[config.mk]
export PLATFORM = sky130hd
export DESIGN_NAME = v3a_div
export DESIGN_NICKNAME = d
export VERILOG_FILES = /design/src/v3a_pkg.sv /design/src/v3a_div.sv
export SDC_FILE = /design/constraint.sdc
export NUM_CORES = 2
export LEC_CHECK = 0
export BUFFER_PORTS_ARGS = -buffer_cell sky130_fd_sc_hd__buf_2
export CAP_MARGIN = 20
export CELL_PAD_IN_SITES_DETAIL_PLACEMENT = 1
export CELL_PAD_IN_SITES_GLOBAL_PLACEMENT = 1
export CORE_UTILIZATION = 38
export CTS_CLUSTER_DIAMETER = 100
export DETAILED_ROUTE_END_ITERATION = 6
export PLACE_DENSITY = 0.66
export SLEW_MARGIN = 15
export SYNTH_ARGS = -nofsm -noshare
export SYNTH_HDL_FRONTEND = slang
export SYNTH_SLANG_ARGS = --single-unit
[constraint.sdc]
create_clock -name clk_i -period 3.67 [get_ports clk_i]
set_clock_uncertainty 0.2 [all_clocks]
set_input_delay 0.367 -clock clk_i [delete_from_list [all_inputs] [get_ports clk_i]]
set_output_delay 0.367 -clock clk_i [all_outputs]
set_load 0.01 [all_outputs]
[src/v3a_pkg.sv]
// Shared types, constants and helper functions for the three-component vector ALU.
// Depends on nothing; every other file of the block imports it.
`timescale 1ns / 1ps
`default_nettype none

package v3a_pkg;

  localparam int DATA_W        = 32;
  localparam int KIND_W        = 4;
  localparam int PROD_W        = 2 * DATA_W;
  localparam int ACC_W         = PROD_W + 2;
  localparam int ROOT_W        = DATA_W;
  localparam int FRAC_BITS_DEF = 16;
  localparam int WORD_BITS_DEF = 32;

  typedef enum logic [KIND_W-1:0] {
    KIND_ADD   = 4'd0,
    KIND_SUB   = 4'd1,
    KIND_SCALE = 4'd2,
    KIND_CPROD = 4'd3,
    KIND_CROSS = 4'd4,
    KIND_DOT   = 4'd5,
    KIND_SQMAG = 4'd6,
    KIND_MAG   = 4'd7,
    KIND_NORM  = 4'd8,
    KIND_ADDSC = 4'd9,
    KIND_NEG   = 4'd10
  } kind_e;

  typedef logic [DATA_W-1:0] word_t;

  typedef struct packed {
    logic  ov;
    word_t val;
  } sat_t;

  // Per-request sideband that travels alongside the root and divider pipes.
  typedef struct packed {
    logic            valid;
    kind_e           kind;
    word_t [2:0]     a;
    word_t [2:0]     res;
    word_t           scalar;
    word_t           mag;
    logic            ov;
  } side_t;

  // Clamp to [~hi, hi]; the low bound is -hi-1.
  function automatic sat_t sat_acc(input logic signed [ACC_W-1:0] v,
                                   input logic signed [ACC_W-1:0] hi);
    sat_t r;
    r.ov = 1'b0;
    if (v > hi) begin
      r.ov  = 1'b1;
      r.val = hi[DATA_W-1:0];
    end else if (v < ~hi) begin
      r.ov  = 1'b1;
      r.val = ~hi[DATA_W-1:0];
    end else begin
      r.val = v[DATA_W-1:0];
    end
    return r;
  endfunction

  // Sign-extend from the low sat_bits bits.
  function automatic logic signed [DATA_W-1:0] sext_w(input word_t u, input int sat_bits);
    logic signed [DATA_W-1:0] t;
    t = signed'(u << (DATA_W - sat_bits));
    return t >>> (DATA_W - sat_bits);
  endfunction

endpackage

`default_nettype wire

[src/v3a_div.sv]
// Pipelined restoring divider for normalize: (mag << FRAC_BITS) / den, one quotient bit per stage.
// The quotient never exceeds 2^FRAC_BITS because den is at least mag. Depends on v3a_pkg.
`timescale 1ns / 1ps
`default_nettype none

module v3a_div #(
  parameter int FRAC_BITS = v3a_pkg::FRAC_BITS_DEF
) (
  input  wire logic                        clk_i,
  input  wire logic                        en_i,
  input  wire logic [v3a_pkg::DATA_W-1:0]  mag_i,
  input  wire logic [v3a_pkg::DATA_W-1:0]  den_i,
  output logic [FRAC_BITS:0]               quo_o
);
  import v3a_pkg::*;

  localparam int Q_W = FRAC_BITS + 1;

  logic [DATA_W-1:0] rem_q [Q_W-1];
  logic [DATA_W-1:0] den_q [Q_W-1];
  logic [Q_W-1:0]    quo_q [Q_W];

  for (genvar s = 0; s < Q_W; s++) begin : g_step
    logic [DATA_W-1:0] rem_in;
    logic [DATA_W-1:0] den_in;
    logic [Q_W-1:0]    quo_in;
    logic              bit_in;
    logic [DATA_W:0]   cand;
    logic              ge;

    // The dividend is mag followed by zeros, so only the first stage brings in a live bit.
    if (s == 0) begin : g_first
      assign rem_in = mag_i >> 1;
      assign den_in = den_i;
      assign quo_in = '0;
      assign bit_in = mag_i[0];
    end else begin : g_next
      assign rem_in = rem_q[s-1];
      assign den_in = den_q[s-1];
      assign quo_in = quo_q[s-1];
      assign bit_in = 1'b0;
    end

    assign cand = {rem_in, bit_in};
    assign ge   = (cand >= {1'b0, den_in});

    always_ff @(posedge clk_i) begin
      if (en_i) begin
        quo_q[s] <= {quo_in[Q_W-2:0], ge};
      end
    end

    if (s < Q_W - 1) begin : g_carry
      always_ff @(posedge clk_i) begin
        if (en_i) begin
          rem_q[s] <= ge ? DATA_W'(cand - {1'b0, den_in}) : cand[DATA_W-1:0];
          den_q[s] <= den_in;
        end
      end
    end
  end

  assign quo_o = quo_q[Q_W-1];

endmodule

`default_nettype wire

Yosys cells after proc, flatten, opt, wreduce, memory -nomap -nowiden

Memories as Yosys holds them, arrays and structs flattened.
Index checks and enable logic that the tools add are counted.
W data, S select, Z words.

Add/sub/neg operators: 16
Order comparisons: 17
Muxes and demuxes: 18

Operators by type and width:

| kind             | number |
|---|---|
| $ge A33 B32 Y1   | 16 |
| $mux W32         | 16 |
| $sub A32 B32 Y32 | 16 |
| $ge A32 B32 Y1   | 1 |
| $mux W1          | 2 |

RAM bits: 1313
Flip-flop bits (word level): 0
Output and inout bits: 17
Memories kept: 3
Logic and storage cells: 54

Memories:

| name  | depth | width | read ports | clocked after memory_dff | wr ports | line          | RTL |
|---|---|---|---|---|---|---|---|
| den_q | 16    | 32    | 16         | 0                        | 16       | v3a_div.sv:20 | `logic [DATA_W-1:0] den_q [Q_W-1];` |
| rem_q | 16    | 32    | 16         | 0                        | 16       | v3a_div.sv:19 | `logic [DATA_W-1:0] rem_q [Q_W-1];` |
| quo_q | 17    | 17    | 17         | 0                        | 17       | v3a_div.sv:21 | `logic [Q_W-1:0] quo_q [Q_W];` |

Depth between registers and ports, before layout

An unclocked memory read counts as a cell.

Depth in word-level cells: 3
Gate-level depth with buffers: 15

Least setup slack after synthesis

No wires, ideal clock.

Path kind: input port to flip-flop
Start point: in mag_i[0] (netlist name)
End point: mem rem_q[0][20], data pin
Stages on the path: 13
Arrival time: 3125 ps
Path slack: 85 ps
Data required time: 3210 ps
Buffers on the path: 1
Library setup time: 260 ps
Path through: inv_1 > ha_1 > fa_1 > nor2b_1 > o21a_1 > o21ai_0 > a2111oi_0 > or2_2 > a21o_1 > a21oi_1 > o21ai_1 > clkbuf_1 > mux2_2

RTL lines:

| item            | line          | RTL |
|---|---|---|
| start, declared | v3a_div.sv:11 | `input wire logic [v3a_pkg::DATA_W-1:0] mag_i,` |
| end, declared   | v3a_div.sv:19 |  |

==> flow_metrics.tcl <==
set metrics [dict create \
    drive_gt1_share_pct 22.8 \
    worstHoldEndpoint "den_q[0][25]" \
    multi_input_area_sq_um 33500 \
    placementRows 157 \
    status "finished with violations" \
    met1Wirelength_mm 66.3 \
    overflow 0 \
    hp-class "in2reg" \
    path_clk_slew_ns 0.06 \
    coreArea_sq_um 183000 \
    drt_drc_violations_left 0 \
    die_y_microns 431 \
    hp-start "den_i[25]" \
    ys_warn_count 0 \
    start_util_pct 38.2 \
    p_seq_share_pct 27.9 \
    fin_crit_sh_pct 106 \
    grt_max_degree 103 \
    highest_layer "met4" \
    start_kind "flop" \
    slowest_stage "edfxtp_1" \
    p_switching_uw 31000 \
    period_needed_ns 3.90 \
    worstPathRequired_ns 3.99 \
    slew-limit-headroom_pct 41.6 \
    vdd_ir_drop_max_uv 402 \
    ys_seq_elements 1177 \
    crit_chain "ha_4, nand3_2, or3_4, a211oi_4, o2111ai_1, buf_4, a311oi_4, a41oi_2, o311ai_4, buf_6, buf_12, mux2_4" \
    synth_edf_count 1177 \
    io_pins 83 \
    power_density_nw_per_um2 917 \
    syn_inst 6465 \
    endpoint_kind "flop" \
    final.fill_count 19600 \
    synth_area_sq_um 69900 \
    cap_violations 0 \
    cts_tree "yes" \
    setup_viol 106 \
    vias_per_cell 5.22 \
    cts_made_buffers 141 \
    clk_latency_ns 0.79 \
    hold_viol 0 \
    area_growth_pct 25.8 \
    rsz0062_at_grt "yes" \
    reg2regPathDepth 12 \
    place.gp.congestion 0.960 \
    intPower_uw 49600 \
    r2r_setup_slack_ns -0.23 \
    timing.rr.end "rem_q[12][23]" \
    tightest_slew_ns 0.871 \
    cp.arrival_ns 4.22 \
    wire_per_inst_microns 19.6 \
    first_iter_violations 1999 \
    p_total_uw 80600 \
    timing.critical_path.fanout_max 7 \
    ff_latch_area_sq_um 35300 \
    final-max-slew-violation-count 0 \
    r2r_start "rem_q[11][11]" \
    grt_use_total_pct 21.0 \
    grt_pass1_vias 57800 \
    synth.avg_cell_area_sq_um 10.8 \
    wl_mm 198 \
    ys_seq_area_share_pct 50.6 \
    layout.nets 8116 \
    portBuffers 82 \
    setup_slack_ns -0.228 \
    fmax_mhz 257 \
    power_frac_comb_pct 55.4 \
    die_w_microns 431 \
    crit_family "compound AO/OA/AOI/OAI gates" \
    fp.dieArea_sq_um 186000 \
    first_pass_iters 5 \
    ys_types 92 \
    antenna_found_initial 0 \
    leakagePower_uw 0.0372 \
    worstSetupPathType "reg2reg" \
    n_antenna_cell 0 \
    hold_ws_ns 0.102 \
    num_vias 52600 \
    max_stage_delay_ns 0.43 \
    route.met3.wl_mm 4.00 \
    cts_buffer_depth 3 \
    ant_nets 0 \
    synth_nets 7090 \
    p_sw_share_pct 38.4 \
    violations "negative setup slack" \
    worst-path-buf-inv 3 \
    whs_path_depth 2 \
    htreeDepth 4 \
    wl_met2_mm 113 \
    cts_sinks 1177 \
    async_reset_ff_share_pct 0 \
    ctsRootBufferMaster "clkbuf_16" \
    grt_pass1_wl_mm 306 \
    p_clk_share_pct 16.6 \
    synthFlopType "edfxtp_1" \
    place_hpwl_mm 150 \
]
==> logic make-up after synthesis <==
logic type | Yosys count | synth area share, %
compound gates | 1829 | 16.4
simple gates | 1436 | 9.75
flops | 1177 | 50.6
buf+inv | 850 | 4.75
fa+ha+maj | 559 | 10.2
xor+xnor | 425 | 5.32
mux | 189 | 3.03
==> worst register-to-register path: stages, from the launching register on <==
cell and delay, ns:
edfxtp_1 0.43, ha_4 0.30, nand3_2 0.08, or3_4 0.42
a211oi_4 0.30, o2111ai_1 0.18, buf_4 0.18, a311oi_4 0.34
a41oi_2 0.23, o311ai_4 0.33, buf_6 0.18, buf_12 0.16
mux2_4 0.31
==> metal layers <==
| metal | GRT usage, % | vias to the layer above |
|---|---|---|
| li1 | - | 25700 |
| met1 | 18.5 | 25700 |
| met2 | 43.3 | 739 |
| met3 | 2.41 | 525 |
| met4 | 14.2 | 0 |
| met5 | 0 | - |
==> synthesized netlist by cell type, types with 14 or more instances <==
master | n | area (sq um)
nor3_1 | 72 | 360
ha_1 | 543 | 6790
clkbuf_1 | 118 | 443
nand3_1 | 94 | 470
mux2_2 | 170 | 1910
a21boi_0 | 17 | 128
and3_1 | 45 | 282
inv_1 | 677 | 2540
o31ai_1 | 41 | 308
o21ai_1 | 15 | 75.1
xnor2_1 | 249 | 2180
a41oi_1 | 20 | 175
edfxtp_1 | 1177 | 35300
fa_1 | 16 | 320
nand4_1 | 91 | 569
nand2_1 | 396 | 1490
nor2_1 | 443 | 1660
a21oi_1 | 621 | 3110
nor4_1 | 14 | 87.6
or2_2 | 17 | 106
o21bai_1 | 83 | 623
a211oi_1 | 46 | 345
o21a_1 | 70 | 526
buf_2 | 26 | 130
o21ai_0 | 364 | 1820
a31oi_1 | 64 | 400
nor2b_1 | 72 | 450
a21o_1 | 300 | 2250
xor2_1 | 176 | 1540
or3_1 | 20 | 125
a211o_1 | 14 | 123
o211ai_1 | 25 | 188
o31a_1 | 24 | 210
and2_1 | 39 | 244
nand2b_1 | 72 | 450
==> stage by stage <==
step                std cells  setup WS, ns  cell area, sq um  util [%]  setup TNS [ns]
floorplan                6465        0.0854             69900         -               0
detailed placement       9596        -0.401             78900      43.2          -65.03
global route            10100        -0.320             87900      48.1          -22.57
global placement         9596        -0.354             78900      43.2          -46.72
CTS                     10000        -0.188             86400      47.2           -9.99
finish                  10100        -0.228             87900      48.1          -12.21
==> flip-flops by register name, summed over array words and instances (netlist names) <==
signal,count
den_q,512
quo_q,153
rem_q,512
==> power groups by stage <==
stage          registers (uW)  clock network, uW  logic [uW]
3_3_place_gp            22500                  0       37800
5_1_grt                 22900              14200       48600
2_1_floorplan           21700                  0       25000
4_1_cts                 22500              13800       42800
3_5_place_dp            22700                  0       38700
6_report                22500              13400       44700
==> layout by cell type (no fill, tap or decap), types with 24 or more instances in the layout <==
master / Yosys / routed
clkinv_1: 0 / 37
mux2_2: 170 / 116
nor2_2: 0 / 38
clkbuf_1: 118 / 30
o21a_1: 70 / 68
and2_1: 39 / 36
a21oi_1: 621 / 538
nand2b_1: 72 / 69
and3_1: 45 / 40
edfxtp_1: 1177 / 1177
a211oi_1: 46 / 34
o31ai_1: 41 / 29
buf_12: 0 / 58
a31oi_1: 64 / 57
buf_6: 6 / 31
dlygate4sd3_1: 0 / 65
xor2_1: 176 / 176
mux2_4: 0 / 64
o21bai_1: 83 / 79
a21o_1: 300 / 300
nor3_1: 72 / 71
o211ai_1: 25 / 25
inv_1: 677 / 668
buf_4: 13 / 795
nor2b_1: 72 / 60
nand4_1: 91 / 91
ha_1: 543 / 510
nor2_1: 443 / 388
xnor2_1: 249 / 248
buf_2: 26 / 81
ha_4: 0 / 30
o21ai_0: 364 / 336
nand2_1: 396 / 392
clkbuf_16: 0 / 148
nand3_1: 94 / 93
o21ai_1: 15 / 24
a21oi_2: 1 / 73
==> timing repair <==
item / in CTS / in global routing
pin swaps: 53 / 82
hold endpoints to repair: 94 / 0
gates cloned: 15 / 5
setup buffers: 92 / 72
gates resized for setup: 288 / 274
hold buffers: 65 / 0
setup endpoints to repair: 357 / 363
==> area by class of cell <==
cell class	instances	area share, %
Clock buffer	174	4.23
Clock inverter	83	0.787
Inverter	677	2.89
Multi-Input combinational cell	4438	38.1
Sequential cell	1177	40.2
Tap cell	2464	3.51
Timing Repair Buffer	1056	10.3
==> worst max path at each step <==
stage,startpoint,end,slack (ns),depth (start not counted)
finish,rem_q[11][11],rem_q[12][23],-0.23,12
global route,den_q[1][104],rem_q[12][3],-0.32,15
CTS,rem_q[11][11],rem_q[12][22],-0.19,13
detailed placement,rem_q[14][4],rem_q[15][0],-0.40,13
global placement,den_q[1][65],rem_q[11][2],-0.35,13
floorplan,mag_i[0],rem_q[0][20],0.09,13
Note: power is estimated with default switching activity, not from simulation.
