===== config.mk =====
export PLATFORM = sky130hd
export DESIGN_NAME = v3a_sqrt
export DESIGN_NICKNAME = d
export VERILOG_FILES = /design/src/v3a_pkg.sv /design/src/v3a_sqrt.sv
export SDC_FILE = /design/constraint.sdc
export NUM_CORES = 2
export LEC_CHECK = 0
export BUFFER_PORTS_ARGS = -buffer_cell sky130_fd_sc_hd__buf_2
export CAP_MARGIN = 5
export CORE_ASPECT_RATIO = 0.8
export CORE_MARGIN = 2
export CORE_UTILIZATION = 60
export CTS_CLUSTER_DIAMETER = 60
export DETAILED_ROUTE_END_ITERATION = 8
export PLACE_DENSITY = 0.88
export SLEW_MARGIN = 20
export SYNTH_ARGS = -nofsm -noshare
export SYNTH_HDL_FRONTEND = slang
export SYNTH_SLANG_ARGS = --single-unit

===== constraint.sdc =====
create_clock -name clk_i -period 5.2 [get_ports clk_i]
set_clock_uncertainty 0.2 [all_clocks]
set_input_delay 0.52 -clock clk_i [delete_from_list [all_inputs] [get_ports clk_i]]
set_output_delay 0.52 -clock clk_i [all_outputs]
set_load 0.01 [all_outputs]

===== src/v3a_pkg.sv =====
// Shared types, constants and helper functions for the three-component vector ALU.
// Depends on nothing; every other file of the block imports it.
`timescale 1ns / 1ps
`default_nettype none

package v3a_pkg;

  localparam int DATA_W        = 32;
  localparam int KIND_W        = 4;
  localparam int PROD_W        = 2 * DATA_W;
  localparam int ACC_W         = PROD_W + 2;
  localparam int ROOT_W        = DATA_W;
  localparam int FRAC_BITS_DEF = 16;
  localparam int WORD_BITS_DEF = 32;

  typedef enum logic [KIND_W-1:0] {
    KIND_ADD   = 4'd0,
    KIND_SUB   = 4'd1,
    KIND_SCALE = 4'd2,
    KIND_CPROD = 4'd3,
    KIND_CROSS = 4'd4,
    KIND_DOT   = 4'd5,
    KIND_SQMAG = 4'd6,
    KIND_MAG   = 4'd7,
    KIND_NORM  = 4'd8,
    KIND_ADDSC = 4'd9,
    KIND_NEG   = 4'd10
  } kind_e;

  typedef logic [DATA_W-1:0] word_t;

  typedef struct packed {
    logic  ov;
    word_t val;
  } sat_t;

  // Per-request sideband that travels alongside the root and divider pipes.
  typedef struct packed {
    logic            valid;
    kind_e           kind;
    word_t [2:0]     a;
    word_t [2:0]     res;
    word_t           scalar;
    word_t           mag;
    logic            ov;
  } side_t;

  // Clamp to [~hi, hi]; the low bound is -hi-1.
  function automatic sat_t sat_acc(input logic signed [ACC_W-1:0] v,
                                   input logic signed [ACC_W-1:0] hi);
    sat_t r;
    r.ov = 1'b0;
    if (v > hi) begin
      r.ov  = 1'b1;
      r.val = hi[DATA_W-1:0];
    end else if (v < ~hi) begin
      r.ov  = 1'b1;
      r.val = ~hi[DATA_W-1:0];
    end else begin
      r.val = v[DATA_W-1:0];
    end
    return r;
  endfunction

  // Sign-extend from the low sat_bits bits.
  function automatic logic signed [DATA_W-1:0] sext_w(input word_t u, input int sat_bits);
    logic signed [DATA_W-1:0] t;
    t = signed'(u << (DATA_W - sat_bits));
    return t >>> (DATA_W - sat_bits);
  endfunction

endpackage

`default_nettype wire


===== src/v3a_sqrt.sv =====
// Pipelined integer square root, one root bit per stage.
// Depends on v3a_pkg.
`timescale 1ns / 1ps
`default_nettype none

module v3a_sqrt #(
  parameter int ROOT_W = v3a_pkg::ROOT_W
) (
  input  wire logic                  clk_i,
  input  wire logic                  en_i,
  input  wire logic [2*ROOT_W-1:0]   rad_i,
  output logic [ROOT_W-1:0]          root_o
);
  import v3a_pkg::*;

  localparam int IN_W = 2 * ROOT_W;

  logic [ROOT_W+1:0] rem_q  [ROOT_W-1];
  logic [IN_W-1:0]   rad_q  [ROOT_W-1];
  logic [ROOT_W-1:0] root_q [ROOT_W];

  for (genvar s = 0; s < ROOT_W; s++) begin : g_step
    logic [ROOT_W+1:0] rem_in;
    logic [ROOT_W-1:0] root_in;
    logic [IN_W-1:0]   rad_in;
    logic [ROOT_W+3:0] cand;
    logic [ROOT_W+3:0] trial;
    logic              ge;

    if (s == 0) begin : g_first
      assign rem_in  = '0;
      assign root_in = '0;
      assign rad_in  = rad_i;
    end else begin : g_next
      assign rem_in  = rem_q[s-1];
      assign root_in = root_q[s-1];
      assign rad_in  = rad_q[s-1];
    end

    assign cand  = {rem_in, rad_in[IN_W-1 -: 2]};
    assign trial = {2'b00, root_in, 2'b01};
    assign ge    = (cand >= trial);

    always_ff @(posedge clk_i) begin
      if (en_i) begin
        root_q[s] <= {root_in[ROOT_W-2:0], ge};
      end
    end

    if (s < ROOT_W - 1) begin : g_carry
      always_ff @(posedge clk_i) begin
        if (en_i) begin
          rad_q[s] <= rad_in << 2;
          rem_q[s] <= ge ? (ROOT_W+2)'(cand - trial) : cand[ROOT_W+1:0];
        end
      end
    end
  end

  assign root_o = root_q[ROOT_W-1];

endmodule

`default_nettype wire


# == Word-level counts from Yosys, hierarchy flattened ==
# Memory sizes are Yosys's and may differ from the RTL's.
# Cells that the tools add are included.
# W data, S select, Z words.
# classes
n_addsub,31
muxes,33
order_cmp,32
# op_table
operator,count
$ge A36 B34 Y1,31
$mux W34,31
$sub A34 B34 Y34,30
$sub A2 B1 Y3 const B,1
$ge A2 B1 Y1 const B,1
$mux W1,2
# totals
memories,3
word_cells,99
in_bits,66
ramBits,4000
register_bits,0
out_inout_bits,32
# mem_list
name,words,word_bits,read_ports,rd_ports_with_merged_regs,write_ports,line,rtl
rad_q,31,62,31,0,31,v3a_sqrt.sv:19,logic [IN_W-1:0] rad_q [ROOT_W-1];
rem_q,31,34,31,0,31,v3a_sqrt.sv:18,logic [ROOT_W+1:0] rem_q [ROOT_W-1];
root_q,32,32,32,0,32,v3a_sqrt.sv:20,logic [ROOT_W-1:0] root_q [ROOT_W];

# == Depth between registers and ports, before layout ==
# An unclocked memory read counts as a cell.
# logic_depth
word_depth,3
depth_mapped,15
ltp_nobuf,13

# == Worst setup path after synthesis ==
# OpenSTA, ideal clock, no wires.
# synth_path
path_kind,register -> register
start,memory rem_q[0][238] (netlist name)
end,"memory rem_q[0][300] (netlist name), data pin"
setup_ps,271
path_buffers,2
setup_slack_ps,1526
t_required_ps,4729
period_less_slack_ps,3674
stages_incl_launch_ff,14
arrival_ps,3202
path_cell_list,edfxtp_1 -> ha_1 -> nor2b_1 -> o21ai_0 -> a21oi_1 -> o31a_1 -> o21a_1 -> o21a_1 -> or4b_2 -> buf_2 -> or2_2 -> buf_2 -> nor4_1 -> xor2_1
# synth_lines
item,line
from (decl),v3a_sqrt.sv:18

==> metrics.txt <==
# TYPE chip_impl_metric gauge
chip_impl_info{name="status",value="finished, final reports clean"} 1
chip_impl_metric{name="gpl.final_weighted_congestion",unit=""} 0.971
chip_impl_metric{name="cts.repair_timing.setup_buffer_count",unit=""} 0
chip_impl_metric{name="fraction_of_final_layout_cells_sized_beyond_drive_strength_1",unit="%"} 7.33
chip_impl_metric{name="final-max-slew-violation-count",unit=""} 0
chip_impl_metric{name="wire_length_of_the_first_global_routing_pass",unit="µm"} 383000
chip_impl_metric{name="p_clk_share",unit="%"} 30.5
chip_impl_metric{name="clock_path_buffers",unit=""} 3
chip_impl_metric{name="vdd_drop_max",unit="mV"} 0.393
chip_impl_info{name="postSynth.topFlopCell",value="edfxtp_1"} 1
chip_impl_metric{name="antenna_cells_inserted",unit=""} 0
chip_impl_info{name="clk_root_buffer_cell",value="clkbuf_16"} 1
chip_impl_metric{name="fillCellCount",unit=""} 13200
chip_impl_info{name="cts_tree",value="done"} 1
chip_impl_metric{name="die_y",unit="µm"} 399
chip_impl_metric{name="core-area",unit="µm²"} 195000
chip_impl_info{name="r2r-start",value="rem_q[1][307]"} 1
chip_impl_info{name="critPathCaptureType",value="flop"} 1
chip_impl_metric{name="layout.nets",unit=""} 9957
chip_impl_metric{name="finalCriticalPeriod",unit="ns"} 4.34
chip_impl_metric{name="global_route.overflow_total",unit=""} 0
chip_impl_metric{name="number_of_gates_given_a_new_drive_strength_after_cts",unit=""} 0
chip_impl_metric{name="via_count_of_the_first_global_routing_pass",unit=""} 71100
chip_impl_metric{name="drt-initial-drc-count",unit=""} 7865
chip_impl_metric{name="p_leak",unit="nW"} 49.7
chip_impl_metric{name="dieWidth",unit="µm"} 498
chip_impl_metric{name="groute.usage.overall",unit="%"} 24.1
chip_impl_metric{name="post-route-period-util",unit="%"} 83.4
chip_impl_metric{name="sequentialPowerShare",unit="%"} 48.6
chip_impl_metric{name="yosysWarningCount",unit=""} 0
chip_impl_metric{name="power.share.switching",unit="%"} 28.9
chip_impl_info{name="hp-class",value="input port to flop"} 1
chip_impl_metric{name="clkTransAtPathRegs",unit="ns"} 0.06
chip_impl_metric{name="report.final.hold_viol_count",unit=""} 0
chip_impl_metric{name="area_delta_synth_final",unit="%"} 10.6
chip_impl_metric{name="cts-htree-levels",unit=""} 4
chip_impl_metric{name="clock_insertion_delay_worst_skew",unit="ns"} 0.86
chip_impl_metric{name="synth_sequential_area_ratio",unit="%"} 64.7
chip_impl_metric{name="worstRegToRegCells",unit=""} 11
chip_impl_info{name="whs_endpoint",value="rad_q[0][49]"} 1
chip_impl_metric{name="tns",unit="ns"} 0
chip_impl_metric{name="synth_edf_count",unit=""} 2523
chip_impl_info{name="grt_setup_unrepaired",value="false"} 1
chip_impl_info{name="timing.critical_path.from",value="rem_q[1][307]"} 1
chip_impl_metric{name="synthDistinctLibCells",unit=""} 92
chip_impl_metric{name="syn_inst",unit=""} 9029
chip_impl_metric{name="cp.required",unit="ns"} 5.61
chip_impl_metric{name="finalInstanceArea",unit="µm²"} 130000
chip_impl_metric{name="critPathMaxFanout",unit=""} 19
chip_impl_metric{name="setup_viol_count_final",unit=""} 0
chip_impl_metric{name="portBuffers",unit=""} 97
chip_impl_metric{name="row_count",unit=""} 145
chip_impl_metric{name="timing.critical_path.arrival",unit="ns"} 4.74
chip_impl_info{name="final_common_cell",value="edfxtp_1"} 1
chip_impl_metric{name="cts_made_buffers",unit=""} 234
chip_impl_metric{name="max_freq",unit="GHz"} 0.231
chip_impl_info{name="rr_endpoint",value="rem_q[1][371]"} 1
chip_impl_metric{name="floorplan.initialDensity",unit="%"} 60.2
chip_impl_metric{name="routed_wl",unit="µm"} 244000
chip_impl_info{name="final_cell_mix",value="2,523 x edfxtp_1, 715 x inv_1, 614 x a21oi_1"} 1
chip_impl_metric{name="pwr_cell_area",unit="nW/µm²"} 436
chip_impl_info{name="critical_path_class",value="flop to flop"} 1
chip_impl_metric{name="synthesis.area_per_instance",unit="µm²"} 13.0
chip_impl_metric{name="dr_total_vias",unit=""} 72900
chip_impl_info{name="worstHoldStart",value="rad_i[49]"} 1
chip_impl_metric{name="maxSlewHeadroom",unit="%"} 25.2
chip_impl_metric{name="postSynth.asyncResetShare",unit="%"} 0
chip_impl_metric{name="timing.hold.worst_path_depth",unit=""} 2
chip_impl_metric{name="cts_hold_repair.buffers",unit=""} 66
chip_impl_metric{name="wl_per_cell",unit="µm"} 20.2
chip_impl_metric{name="worst_slew_pin_slew",unit="ns"} 1.11
chip_impl_metric{name="mappedNetlistArea",unit="µm²"} 117000
chip_impl_metric{name="timing.reg2reg.setup_slack",unit="ns"} 0.86
chip_impl_metric{name="internal_power_contribution",unit="mW"} 40.1
chip_impl_metric{name="setup_slack",unit="ns"} 0.862
chip_impl_metric{name="antenna_found_initial",unit=""} 3
chip_impl_metric{name="cts_sinks",unit=""} 2523
chip_impl_metric{name="io-pin-count",unit=""} 98
chip_impl_metric{name="combinationalPowerShare",unit="%"} 20.9
chip_impl_metric{name="grt_max_degree",unit=""} 163
chip_impl_metric{name="pre_cts_slack",unit="ns"} 0.971
chip_impl_metric{name="viasPerCell",unit=""} 6.02
chip_impl_metric{name="switchingPower",unit="mW"} 16.3
chip_impl_metric{name="ant_nets",unit=""} 0
chip_impl_metric{name="detail_route.first_pass.iterations",unit=""} 6
chip_impl_metric{name="hpwlAfterDp",unit="µm"} 168000
chip_impl_metric{name="synth_fp_nets",unit=""} 9657
chip_impl_metric{name="dpl_cell_area",unit="µm²"} 121000
chip_impl_metric{name="synth_seq_cells",unit=""} 2523
chip_impl_info{name="worst_setup_path_start_kind",value="flop"} 1
chip_impl_metric{name="total_of_max_cap_violations",unit=""} 0
chip_impl_metric{name="design.die.area",unit="µm²"} 199000
chip_impl_metric{name="remaining_drc_errors",unit=""} 0
cells in the mapped netlist, types with 20 or more instances:
cell	n	area, µm²
a211oi_1	40	300
a21o_1	266	2000
a21oi_1	617	3090
a31oi_1	49	307
and2_1	22	138
and3_1	37	231
clkbuf_1	162	608
edfxtp_1	2523	75800
ha_1	562	7030
inv_1	715	2680
mux2_2	72	811
nand2_1	610	2290
nand2b_1	100	626
nand3_1	128	641
nand3b_1	25	188
nand4_1	106	663
nor2_1	551	2070
nor2b_1	82	513
nor3_1	215	1080
nor3b_1	20	150
nor4_1	104	651
o211ai_1	27	203
o21a_1	120	901
o21ai_0	444	2220
o21bai_1	46	345
o31ai_1	71	533
or2_2	42	263
or3_1	89	557
or4_1	54	405
xnor2_1	409	3580
xor2_1	423	3700
kinds of logic after synthesis:
group | count (synthesis) | synth area share [%]
flip-flops | 2523 | 64.7
AND/OR/NAND/NOR | 2248 | 9.43
AO/OA/AOI/OAI | 1878 | 9.96
buffers and inverters | 900 | 2.91
XOR/XNOR | 832 | 6.22
adder cells (fa/ha/maj) | 562 | 6.00
multiplexers | 85 | 0.803
other | 1 | 0.00320
how the worst max path moves through the flow:
stage,slack [ns],depth (start not counted),end
after detailed placement,0.97,10,rem_q[0][301]
final,0.86,11,rem_q[1][371]
after global routing,0.56,12,rem_q[1][371]
after CTS,0.96,10,rem_q[0][303]
after floorplan,1.53,13,rem_q[0][300]
after global placement,1.08,10,rem_q[0][295]
worst max-delay path, cell delays in order, from the launching register on:
cell	delay, ns
edfxtp_1	0.39
ha_1	0.40
nor2_1	0.07
a211oi_1	0.33
o41ai_1	0.20
o31ai_1	0.78
a211o_1	0.39
a21oi_4	0.18
or3_1	0.42
a2111oi_0	0.40
o21ai_0	0.18
xnor2_1	0.15
routing by layer:
layer  up-vias  routed length (µm)  track usage [%]
li1      34000                   -                -
met1     35200              102000             32.9
met2      3080              116000             39.8
met3       590               17700             3.88
met4         2                7710             8.03
met5         -                  11                0
layout make-up:
| cell class | instances | area [µm²] | share of cell area [%] |
|---|---|---|---|
| repair buffers | 247 | 2030 | 1.57 |
| clock inverters | 167 | 1770 | 1.36 |
| well taps | 2572 | 3220 | 2.48 |
| flip-flops and latches | 2523 | 75800 | 58.5 |
| inverters | 717 | 2690 | 2.08 |
| clock buffers | 271 | 6020 | 4.64 |
| multi-input cells | 5606 | 38100 | 29.4 |
metrics by stage:
stage / power (mW) / utilization [%] / hold slack (ns) / std cells
floorplan: 35.6 / - / 0.200 / 9029
detailed placement: 39.2 / 62.2 / 0.205 / 11600
global placement: 38.7 / 62.2 / 0.200 / 11600
global route: 58.9 / 66.6 / 0.117 / 12100
finish: 56.4 / 66.6 / 0.141 / 12100
CTS: 56.5 / 66.5 / 0.0793 / 12100
flip-flops by register name, summed over array words and instances, names as in the netlist:
name / cells
rad_q: 992
rem_q: 1003
root_q: 528
power by group through the flow:
stage	sequential, mW	clock [mW]	combinational [mW]
detailed placement	27.8	0	11.4
global route	27.7	18.3	13.0
finish	27.4	17.2	11.8
global placement	27.7	0	11.0
floorplan	27.0	0	8.59
CTS	27.4	17.5	11.6
Power figures use the tool's default switching activity.
